## config.mk

```make
export PLATFORM = sky130hd
export DESIGN_NAME = imu_packet_report_parser_unit
export DESIGN_NICKNAME = d
export VERILOG_FILES = /design/src/rtl/imu_prp_pkg.sv /design/src/rtl/imu_prp_parser.sv /design/src/rtl/imu_prp_out_fifo.sv /design/src/rtl/imu_packet_report_parser_unit.sv
export SDC_FILE = /design/constraint.sdc
export NUM_CORES = 1
export LEC_CHECK = 0
export ABC_AREA = 1
export BUFFER_PORTS_ARGS = -buffer_cell sky130_fd_sc_hd__buf_2
export CELL_PAD_IN_SITES_DETAIL_PLACEMENT = 0
export CELL_PAD_IN_SITES_GLOBAL_PLACEMENT = 2
export CORE_AREA = 5 5 288 290
export CTS_BUF_LIST = sky130_fd_sc_hd__clkbuf_8
export CTS_CLUSTER_DIAMETER = 120
export DETAILED_ROUTE_END_ITERATION = 8
export DIE_AREA = 0 0 293 295
export PLACE_DENSITY = 0.82
export SYNTH_ARGS = -nofsm -noshare
export SYNTH_HDL_FRONTEND = slang
export SYNTH_SLANG_ARGS = --single-unit
```

## constraint.sdc

```tcl
create_clock -name clk_i -period 7.6 [get_ports clk_i]
set_input_delay 1.52 -clock clk_i [delete_from_list [all_inputs] [get_ports clk_i]]
set_output_delay 1.52 -clock clk_i [all_outputs]
set_load 0.03 [all_outputs]
```

## src/rtl/imu_prp_pkg.sv

```systemverilog
// Shared types, constants and helpers of the sensor-hub packet report parser.
package imu_prp_pkg;

  localparam int PAYLOAD_CAPACITY = 256;
  localparam logic [14:0] LenLimit = 15'(PAYLOAD_CAPACITY + 4);
  localparam logic [14:0] HdrLen = 15'd4;
  localparam logic [14:0] MinTsPktLen = 15'd9;
  localparam logic [14:0] TsLastPos = 15'd8;
  localparam logic [14:0] MinTail = 15'd4;

  localparam logic [7:0] SensorChan = 8'h03;
  localparam logic [7:0] TsTag = 8'hFB;
  localparam logic [7:0] IdGyro = 8'h02;
  localparam logic [7:0] IdAccel = 8'h04;
  localparam logic [7:0] IdRot = 8'h08;

  localparam logic [3:0] LenGyro = 4'd10;
  localparam logic [3:0] LenRot = 4'd12;

  typedef enum logic [1:0] {
    KIND_GYRO  = 2'd0,
    KIND_ACCEL = 2'd1,
    KIND_ROT   = 2'd2,
    KIND_END   = 2'd3
  } kind_e;

  typedef enum logic [2:0] {
    ST_OK    = 3'd0,
    ST_SHORT = 3'd1,
    ST_CONT  = 3'd2,
    ST_OVER  = 3'd3,
    ST_BAD   = 3'd4
  } status_e;

  typedef struct packed {
    logic [7:0] data_byte;
    logic       packet_start;
  } in_t;

  typedef struct packed {
    logic [1:0]         kind;
    logic [1:0]         accuracy;
    logic signed [15:0] value_x;
    logic signed [15:0] value_y;
    logic signed [15:0] value_z;
    logic signed [15:0] value_w;
    logic [31:0]        base_timestamp;
    logic [7:0]         channel;
    logic [7:0]         sequence_res;
    logic [2:0]         status;
    logic [2:0]         update_mask;
    logic               last;
  } res_t;

  typedef struct packed {
    logic [1:0] n_res;
    res_t       res0;
    res_t       res1;
  } wr_t;

  function automatic logic [3:0] report_len(input logic [7:0] id);
    logic [3:0] len;
    len = 4'd0;
    if (id == IdGyro || id == IdAccel) len = LenGyro;
    else if (id == IdRot) len = LenRot;
    return len;
  endfunction

endpackage

```

## src/rtl/imu_prp_parser.sv

```systemverilog
// Input register, packet state and per-byte decode of header, timestamp and reports.
module imu_prp_parser (
  input  logic               clk_i,
  input  logic               rst_ni,
  input  logic               in_valid_i,
  output logic               in_ready_o,
  input  imu_prp_pkg::in_t   in_i,
  input  logic               room_i,
  output imu_prp_pkg::wr_t   wr_o
);

  imu_prp_pkg::in_t     in_q;
  logic                 in_valid_q;
  logic                 fire, go, start;
  logic [7:0]           b;

  logic [14:0]          pos_q, pos_d, pos_b;
  logic [14:0]          len_q, len_d, len_b;
  logic                 active_q, active_d;
  logic [7:0]           chan_q, chan_d, chan_b;
  logic [7:0]           seq_q, seq_d, seq_b;
  logic                 parse_q, parse_d, parse_b;
  logic [3:0]           roff_q, roff_d, roff_b;
  logic [31:0]          ts_q, ts_d;
  logic [2:0]           upd_q, upd_d, upd_b;
  imu_prp_pkg::status_e err_q, err_d, err_b;
  logic [7:0]           rb_q [12];
  logic [7:0]           rb_d [12];

  logic [14:0]          raw_len, rem;
  logic [3:0]           rl;
  logic [1:0]           ts_idx;
  logic                 short_end, rep_fire, pkt_end;
  imu_prp_pkg::kind_e   rep_kind;
  imu_prp_pkg::res_t    rep_res, end_res;

  assign fire       = in_valid_q && room_i;
  assign in_ready_o = !in_valid_q || room_i;
  assign start      = in_q.packet_start;
  assign b          = in_q.data_byte;
  assign go         = fire && (start || active_q);

  always_ff @(posedge clk_i or negedge rst_ni) begin
    if (!rst_ni) begin
      in_valid_q <= 1'b0;
    end else if (in_valid_i && in_ready_o) begin
      in_valid_q <= 1'b1;
    end else if (fire) begin
      in_valid_q <= 1'b0;
    end
  end

  always_ff @(posedge clk_i) begin
    if (in_valid_i && in_ready_o) begin
      in_q <= in_i;
    end
  end

  always_ff @(posedge clk_i or negedge rst_ni) begin
    if (!rst_ni) begin
      pos_q    <= '0;
      len_q    <= '0;
      active_q <= 1'b0;
      chan_q   <= '0;
      seq_q    <= '0;
      parse_q  <= 1'b0;
      roff_q   <= '0;
      ts_q     <= '0;
      upd_q    <= '0;
      err_q    <= imu_prp_pkg::ST_OK;
    end else if (go) begin
      pos_q    <= pos_d;
      len_q    <= len_d;
      active_q <= active_d;
      chan_q   <= chan_d;
      seq_q    <= seq_d;
      parse_q  <= parse_d;
      roff_q   <= roff_d;
      ts_q     <= ts_d;
      upd_q    <= upd_d;
      err_q    <= err_d;
    end
  end

  always_ff @(posedge clk_i) begin
    if (go) begin
      rb_q <= rb_d;
    end
  end

  always_comb begin
    pos_b    = start ? '0 : pos_q;
    len_b    = start ? '0 : len_q;
    chan_b   = start ? '0 : chan_q;
    seq_b    = start ? '0 : seq_q;
    parse_b  = start ? 1'b0 : parse_q;
    roff_b   = start ? '0 : roff_q;
    upd_b    = start ? '0 : upd_q;
    err_b    = start ? imu_prp_pkg::ST_OK : err_q;

    pos_d     = pos_b + 15'd1;
    len_d     = len_b;
    active_d  = 1'b1;
    chan_d    = chan_b;
    seq_d     = seq_b;
    parse_d   = parse_b;
    roff_d    = roff_b;
    ts_d      = ts_q;
    upd_d     = upd_b;
    err_d     = err_b;
    rb_d      = rb_q;
    raw_len   = {b[6:0], len_b[7:0]};
    rem       = len_b - pos_b;
    rl        = '0;
    ts_idx    = pos_b[1:0] - 2'd1;
    short_end = 1'b0;
    rep_fire  = 1'b0;

    if (pos_b == 15'd0) begin
      len_d = {7'd0, b};
    end else if (pos_b == 15'd1) begin
      len_d = raw_len;
      if (raw_len < imu_prp_pkg::HdrLen) begin
        active_d  = 1'b0;
        short_end = 1'b1;
      end else if (b[7]) begin
        err_d = imu_prp_pkg::ST_CONT;
      end else if (raw_len > imu_prp_pkg::LenLimit) begin
        err_d = imu_prp_pkg::ST_OVER;
      end
    end else if (pos_b == 15'd2) begin
      chan_d = b;
    end else if (pos_b == 15'd3) begin
      seq_d = b;
    end else if (pos_b == imu_prp_pkg::HdrLen) begin
      parse_d = (err_b == imu_prp_pkg::ST_OK) && (chan_b == imu_prp_pkg::SensorChan) &&
                (b == imu_prp_pkg::TsTag) && (len_b >= imu_prp_pkg::MinTsPktLen);
    end else if (parse_b) begin
      if (pos_b <= imu_prp_pkg::TsLastPos) begin
        ts_d[{ts_idx, 3'b000} +: 8] = b;
      end else if (roff_b == 4'd0) begin
        if (rem < imu_prp_pkg::MinTail) begin
          parse_d = 1'b0;
        end else begin
          rl = imu_prp_pkg::report_len(b);
          if (rl == 4'd0 || {11'd0, rl} > rem) begin
            err_d   = imu_prp_pkg::ST_BAD;
            parse_d = 1'b0;
          end else begin
            rb_d[0] = b;
            roff_d  = 4'd1;
          end
        end
      end else begin
        rl           = imu_prp_pkg::report_len(rb_q[0]);
        rb_d[roff_b] = b;
        roff_d       = roff_b + 4'd1;
        if (roff_b + 4'd1 >= rl) begin
          rep_fire = 1'b1;
          roff_d   = 4'd0;
        end
      end
    end

    if (rb_d[0] == imu_prp_pkg::IdGyro) rep_kind = imu_prp_pkg::KIND_GYRO;
    else if (rb_d[0] == imu_prp_pkg::IdAccel) rep_kind = imu_prp_pkg::KIND_ACCEL;
    else rep_kind = imu_prp_pkg::KIND_ROT;

    if (rep_fire) begin
      upd_d = upd_b | (3'b001 << rep_kind);
    end

    pkt_end = !short_end && (pos_b >= 15'd3) &&
              (({1'b0, pos_b} + 16'd1) >= {1'b0, len_d});
    if (pkt_end) begin
      active_d = 1'b0;
    end

    rep_res                = '0;
    rep_res.kind           = rep_kind;
    rep_res.accuracy       = rb_d[2][1:0];
    rep_res.value_x        = {rb_d[5], rb_d[4]};
    rep_res.value_y        = {rb_d[7], rb_d[6]};
    rep_res.value_z        = {rb_d[9], rb_d[8]};
    rep_res.value_w        = (rep_kind == imu_prp_pkg::KIND_ROT) ? {rb_d[11], rb_d[10]} : '0;
    rep_res.base_timestamp = ts_d;
    rep_res.channel        = chan_d;
    rep_res.sequence_res   = seq_d;
    rep_res.last           = !pkt_end;

    end_res                = '0;
    end_res.kind           = imu_prp_pkg::KIND_END;
    end_res.base_timestamp = ts_d;
    end_res.channel        = chan_d;
    end_res.sequence_res   = seq_d;
    end_res.status         = short_end ? imu_prp_pkg::ST_SHORT : err_d;
    end_res.update_mask    = (short_end || err_d != imu_prp_pkg::ST_OK) ? 3'b000 : upd_d;
    end_res.last           = 1'b1;

    wr_o = '0;
    if (go) begin
      if (short_end) begin
        wr_o.n_res = 2'd1;
        wr_o.res0  = end_res;
      end else if (rep_fire && pkt_end) begin
        wr_o.n_res = 2'd2;
        wr_o.res0  = rep_res;
        wr_o.res1  = end_res;
      end else if (rep_fire) begin
        wr_o.n_res = 2'd1;
        wr_o.res0  = rep_res;
      end else if (pkt_end) begin
        wr_o.n_res = 2'd1;
        wr_o.res0  = end_res;
      end
    end
  end

endmodule

```

## src/rtl/imu_prp_out_fifo.sv

```systemverilog
// Four-entry result queue taking up to two results per cycle and giving one.
module imu_prp_out_fifo (
  input  logic              clk_i,
  input  logic              rst_ni,
  input  imu_prp_pkg::wr_t  wr_i,
  output logic              room_o,
  output logic              out_valid_o,
  input  logic              out_ready_i,
  output imu_prp_pkg::res_t out_o
);

  imu_prp_pkg::res_t mem_q [4];
  logic [1:0]        wr_ptr_q, rd_ptr_q;
  logic [2:0]        cnt_q;
  logic              pop;

  assign out_valid_o = (cnt_q != 3'd0);
  assign out_o       = mem_q[rd_ptr_q];
  assign pop         = out_valid_o && out_ready_i;
  assign room_o      = (cnt_q <= 3'd2);

  always_ff @(posedge clk_i) begin
    if (wr_i.n_res != 2'd0) begin
      mem_q[wr_ptr_q] <= wr_i.res0;
    end
    if (wr_i.n_res == 2'd2) begin
      mem_q[wr_ptr_q + 2'd1] <= wr_i.res1;
    end
  end

  always_ff @(posedge clk_i or negedge rst_ni) begin
    if (!rst_ni) begin
      wr_ptr_q <= '0;
      rd_ptr_q <= '0;
      cnt_q    <= '0;
    end else begin
      wr_ptr_q <= wr_ptr_q + wr_i.n_res;
      rd_ptr_q <= rd_ptr_q + {1'b0, pop};
      cnt_q    <= cnt_q + {1'b0, wr_i.n_res} - {2'b00, pop};
    end
  end

endmodule

```

## src/rtl/imu_packet_report_parser_unit.sv

```systemverilog
// Top level of the sensor-hub packet report parser.
//
// Input channel: one packet byte per beat (in_i.data_byte), with
// in_i.packet_start high on header byte 0. Bytes outside a packet are dropped.
// Output channel: one result per beat; gyro, linear acceleration and
// rotation vector reports as they complete, and one end-of-packet status
// beat carrying the update mask. A byte yields zero, one or two results;
// out_o.last marks the final result of a byte.
// Each result passes the input register and then the result queue.
// Throughput: one byte per cycle. A byte is taken while the four-entry
// result queue holds at most two results, so a steadily ready receiver
// never slows the input.
// Reset clears the packet state and empties the queue; the block then waits
// for a byte with packet_start. When the receiver stalls, the queue fills
// and in_ready_o drops once three results wait while a byte is held in the
// input register; the held result stays unchanged until taken.
module imu_packet_report_parser_unit (
  input  logic              clk_i,
  input  logic              rst_ni,
  input  logic              in_valid_i,
  output logic              in_ready_o,
  input  imu_prp_pkg::in_t  in_i,
  output logic              out_valid_o,
  input  logic              out_ready_i,
  output imu_prp_pkg::res_t out_o
);

  imu_prp_pkg::wr_t wr;
  logic             room;

  imu_prp_parser u_parser (
    .clk_i      (clk_i),
    .rst_ni     (rst_ni),
    .in_valid_i (in_valid_i),
    .in_ready_o (in_ready_o),
    .in_i       (in_i),
    .room_i     (room),
    .wr_o       (wr)
  );

  imu_prp_out_fifo u_out_fifo (
    .clk_i       (clk_i),
    .rst_ni      (rst_ni),
    .wr_i        (wr),
    .room_o      (room),
    .out_valid_o (out_valid_o),
    .out_ready_i (out_ready_i),
    .out_o       (out_o)
  );

endmodule

```

==> results.md <==
Status:
- The flow ran to the end, and the final reports show no timing, DRC or antenna violations.

Clock network:
- The count of clock tree sinks is 673.
- Post-CTS timing repair inserted 0 buffers for setup.
- The maximum count of clock buffers along a single path is 3.
- Once the clock tree was built, the resizer swapped 0 gates to a different size.
- CTS built an H-tree with a depth of 3.
- The post-CTS clock slew at the launch and capture registers of the worst setup and hold paths is 0.06 ns.
- The number of buffers created by CTS is 111.
- After clock tree synthesis, the flow added hold-fix buffers numbering 0.
- The tree is rooted in a sky130_fd_sc_hd__clkbuf_8.
- TritonCTS built the clock tree.
- The clock latency on the worst-skew pair is 0.77 ns.

Min path:
- The launch instance of the worst min-delay path is u_out_fifo.mem_q[2][57]$_SDFFE_PP0P_.
- The worst hold endpoint is u_out_fifo.mem_q[2][57]$_SDFFE_PP0P_.
- The worst hold path belongs to the class flip-flop to flip-flop.
- Along the worst hold path, the cell count comes to 2.

GRT:
- For this run the aggregate overflow at the end of global routing stands at 0.
- The first global-routing pass estimated 165000 um of wire.
- Global routing used 24.2% of the available tracks.
- The number of global-route vias before repair was 27100.
- The initial antenna violation count was 2.
- The maximum number of pins on one net before global-route repair is 160.

Drt:
- Using the TritonRoute via totals, the vias-per-cell ratio works out to 5.80.
- The detail route stage leaves a number of antenna-violating nets equal to 0.
- The count of unresolved DRC violations after routing is 0.
- The length of the first detailed-routing pass in iterations is 5.
- The routed wire length per instance is 22.7 um.
- The final routed wirelength across all metal layers is 108000 um.
- The total number of vias is 27600.
- For this block, the initial DRC count from the detailed router was 2450.

Worst setup path:
- The capture instance of the worst register-to-register path is u_out_fifo.mem_q[2][26]$_DFFE_PP_.
- The worst setup path is launched from a flip-flop.
- The slowest stage of the critical path belongs to the cell sky130_fd_sc_hd__buf_4.
- The largest fanout on the critical path is 57.
- At the worst endpoint, the required time is 7.94 ns.
- The worst register-to-register path begins at u_parser.start$_DFFE_PP_.
- The endpoint class of the critical path is a flip-flop.
- The worst endpoint data arrival time is 6.72 ns.
- The biggest cell delay along the critical path is 0.73 ns.
- The category of the most critical setup path is flip-flop to flip-flop.
- The setup slack on the worst flop-to-flop path is 1.23 ns.
- The depth of the worst register-to-register path is 29.
- In this design, the critical path's most frequently occurring cell is sky130_fd_sc_hd__nand2_1.

Power and ir drop:
- The completed layout was analyzed and its total power is 12.4 mW.
- The total power divided by cell area is 350 mW/mm^2.
- Across the VDD grid, the largest voltage drop is 0.000228 V.
- In this run the static leakage power is 13.8 nW.

Synth:
- The post-synthesis cell count is 3561.
- The number of synthesized flops with an enable pin is 311.
- In the synthesized netlist the dominant register cell turns out to be sky130_fd_sc_hd__edfxtp_1.
- The async set or reset register ratio after synthesis is 14.6%.
- The yosys synthesis warning count is 0.
- Counting every net in the synthesized netlist gives 3619.
- The synthesized netlist occupies a cell area of 0.0318 mm^2.
- The distinct cell type count of the synthesized netlist is 54.
- The share of synthesized area occupied by flip-flops and latches is 53.8%.
- Counting flops and latches in the post-synthesis netlist gives 673.
- The mean area per synthesized cell is 8.92 um^2.

Floorplanning:
- The effective utilization at floorplan is 39.7%.
- Measured along the x axis, the die boundary spans 293 um.
- In this run the vertical extent of the chip is 295 um.
- The number of primary I/O pins is 138.
- The total area inside the core boundary comes to 0.0800 mm^2.
- In this run the core area contains 104 standard-cell rows.
- The die area is 0.0864 mm^2.

STA:
- Setup repair after global routing left no endpoint under its margin.
- Setup violations remaining at the end of the flow were counted as 0.
- The count of pins over their slew limit was 0.
- The worst slew slack as a fraction of its limit is 15.2%.
- The final hold violation count was 0.
- The sum of negative setup slack is 0 ns.
- Based on the critical path, the design can be clocked at up to 0.157 GHz.
- The post-route fraction of the period consumed by the critical path is 83.8%.
- At the pin with the least slew margin, the transition time is 1.27 ns.
- The clock arrives with 0.0588 ns of skew.
- The post-layout minimum cycle time is 6.37 ns.

Final layout:
- The non-filler instance count after layout is 4760.
- Once layout is done, the placed cells without fillers occupy 0.0354 mm^2.
- The fraction of layout cells with a size suffix above 1 is 11.2%.
- At the end of the flow the core is filled with cells to 44.2%.
- The layout net count is 3659.
- The area growth from synthesis to layout is 11.4%.
- The most common library cell in the layout ignoring fill and taps is sky130_fd_sc_hd__nand2_1.
- The top cell types in the final layout, fill and taps aside, are sky130_fd_sc_hd__nand2_1, sky130_fd_sc_hd__nor2_1, sky130_fd_sc_hd__o21ai_0.

Placed design:
- The number of I/O port buffers is 137.
- The HPWL after detailed placement is 63000 um.
- The final RePlAce weighted congestion is 0.892.
- The cell area reported after detailed placement is 0.0332 mm^2.
- The number of instances in the placed design is 4548.

Run:
- The max capacitance violation total is 0.
## critical path: cells and delay by family, from the launching register on
kind / cells / cell delay, ns
buffers and inverters: 9 / 1.68
and+or+nand+nor: 13 / 2.37
DFF: 1 / 0.39
adders and majority gates: 2 / 0.66
AOI/OAI and AO/OA: 5 / 0.84
## sequential cells by signal (all words and copies together) (netlist names), 4 cells and up
signal,flops
u_out_fifo.mem_q,492
u_parser.b,8
u_parser.chan_q,8
u_parser.len_q,15
u_parser.pos_q,15
u_parser.rb_q,74
u_parser.roff_q,4
u_parser.seq_q,8
u_parser.ts_q,32
## how the worst max path moves through the flow
stage	startpoint	endpoint	slack (ns)
finish	u_parser.start$_DFFE_PP_	u_out_fifo.mem_q[2][26]$_DFFE_PP_	1.23
global placement	u_parser.start$_DFFE_PP_	u_out_fifo.mem_q[2][25]$_DFFE_PP_	1.36
floorplan	u_parser.start$_DFFE_PP_	u_out_fifo.mem_q[3][105]$_SDFFE_PP0P_	1.33
global route	u_parser.start$_DFFE_PP_	u_out_fifo.mem_q[2][26]$_DFFE_PP_	0.69
detailed placement	u_parser.start$_DFFE_PP_	u_out_fifo.mem_q[2][25]$_DFFE_PP_	1.26
CTS	u_parser.start$_DFFE_PP_	u_out_fifo.mem_q[2][23]$_DFFE_PP_	1.22
## per-stage QoR
| step | setup WS, ns | hold slack, ns |
|---|---|---|
| 6_report | 1.23 | 0.451 |
| 3_5_place_dp | 1.26 | 0.435 |
| 4_1_cts | 1.22 | 0.450 |
| 2_1_floorplan | 1.33 | 0.421 |
| 5_1_grt | 0.690 | 0.462 |
| 3_3_place_gp | 1.36 | 0.434 |
## synthesized netlist by cell type, drive strengths merged, types with 3 or more instances
| cell type | n | area (um^2) |
|---|---|---|
| dfxtp | 264 | 5290 |
| inv | 265 | 995 |
| a22o | 32 | 280 |
| o31ai | 6 | 45.0 |
| nand4 | 20 | 140 |
| buf | 77 | 424 |
| nand3 | 185 | 966 |
| o21ai | 428 | 2140 |
| clkinv | 3 | 11.3 |
| a32o | 148 | 1480 |
| edfxtp | 311 | 9340 |
| nand2 | 535 | 2020 |
| o22ai | 321 | 2010 |
| o21bai | 10 | 75.1 |
| nor4 | 9 | 62.6 |
| xor2 | 20 | 175 |
| nor3 | 15 | 91.3 |
| nor2 | 470 | 1840 |
| ha | 43 | 538 |
| a21oi | 75 | 383 |
| clkbuf | 187 | 702 |
| dfrtp | 98 | 2450 |
| a31oi | 14 | 87.6 |
| nand3b | 3 | 22.5 |
| a22oi | 4 | 30.0 |
## per-layer routing
layer	track usage, %	vias to the layer above	wire, um
met5	0	-	0
met4	7.45	0	2880
met3	4.03	189	7940
met2	39.2	1139	49500
met1	33.6	13500	47700
li1	-	12800	-
## power breakdown
group          total (mW)  switching (mW)  internal [mW]
sequential           4.18           0.183           3.99
combinational        5.05            3.82           1.23
clock                3.14            1.54           1.60
total                12.4            5.54           6.83
## area by class of cell
type	instances	area, um^2
diodes	1	2.50
fillers	7833	44600
well taps	1060	1330
clock buffers	133	1830
clock inverters	78	385
inverters	268	1010
flip-flops and latches	673	17100
multi-input cells	2356	12600
repair buffers	191	1140
## kinds of logic (layout without fill, tap and decap cells)
family	count (synthesis)	in the layout	share of synthesized area (%)
buf+inv	532	670	6.71
compound gates	1048	1048	20.8
xor+xnor	21	21	0.579
flops	673	673	53.8
other cells	0	1	0
fa+ha+maj	45	45	1.82
simple gates	1242	1242	16.3
(Power assumes the default switching activity.)
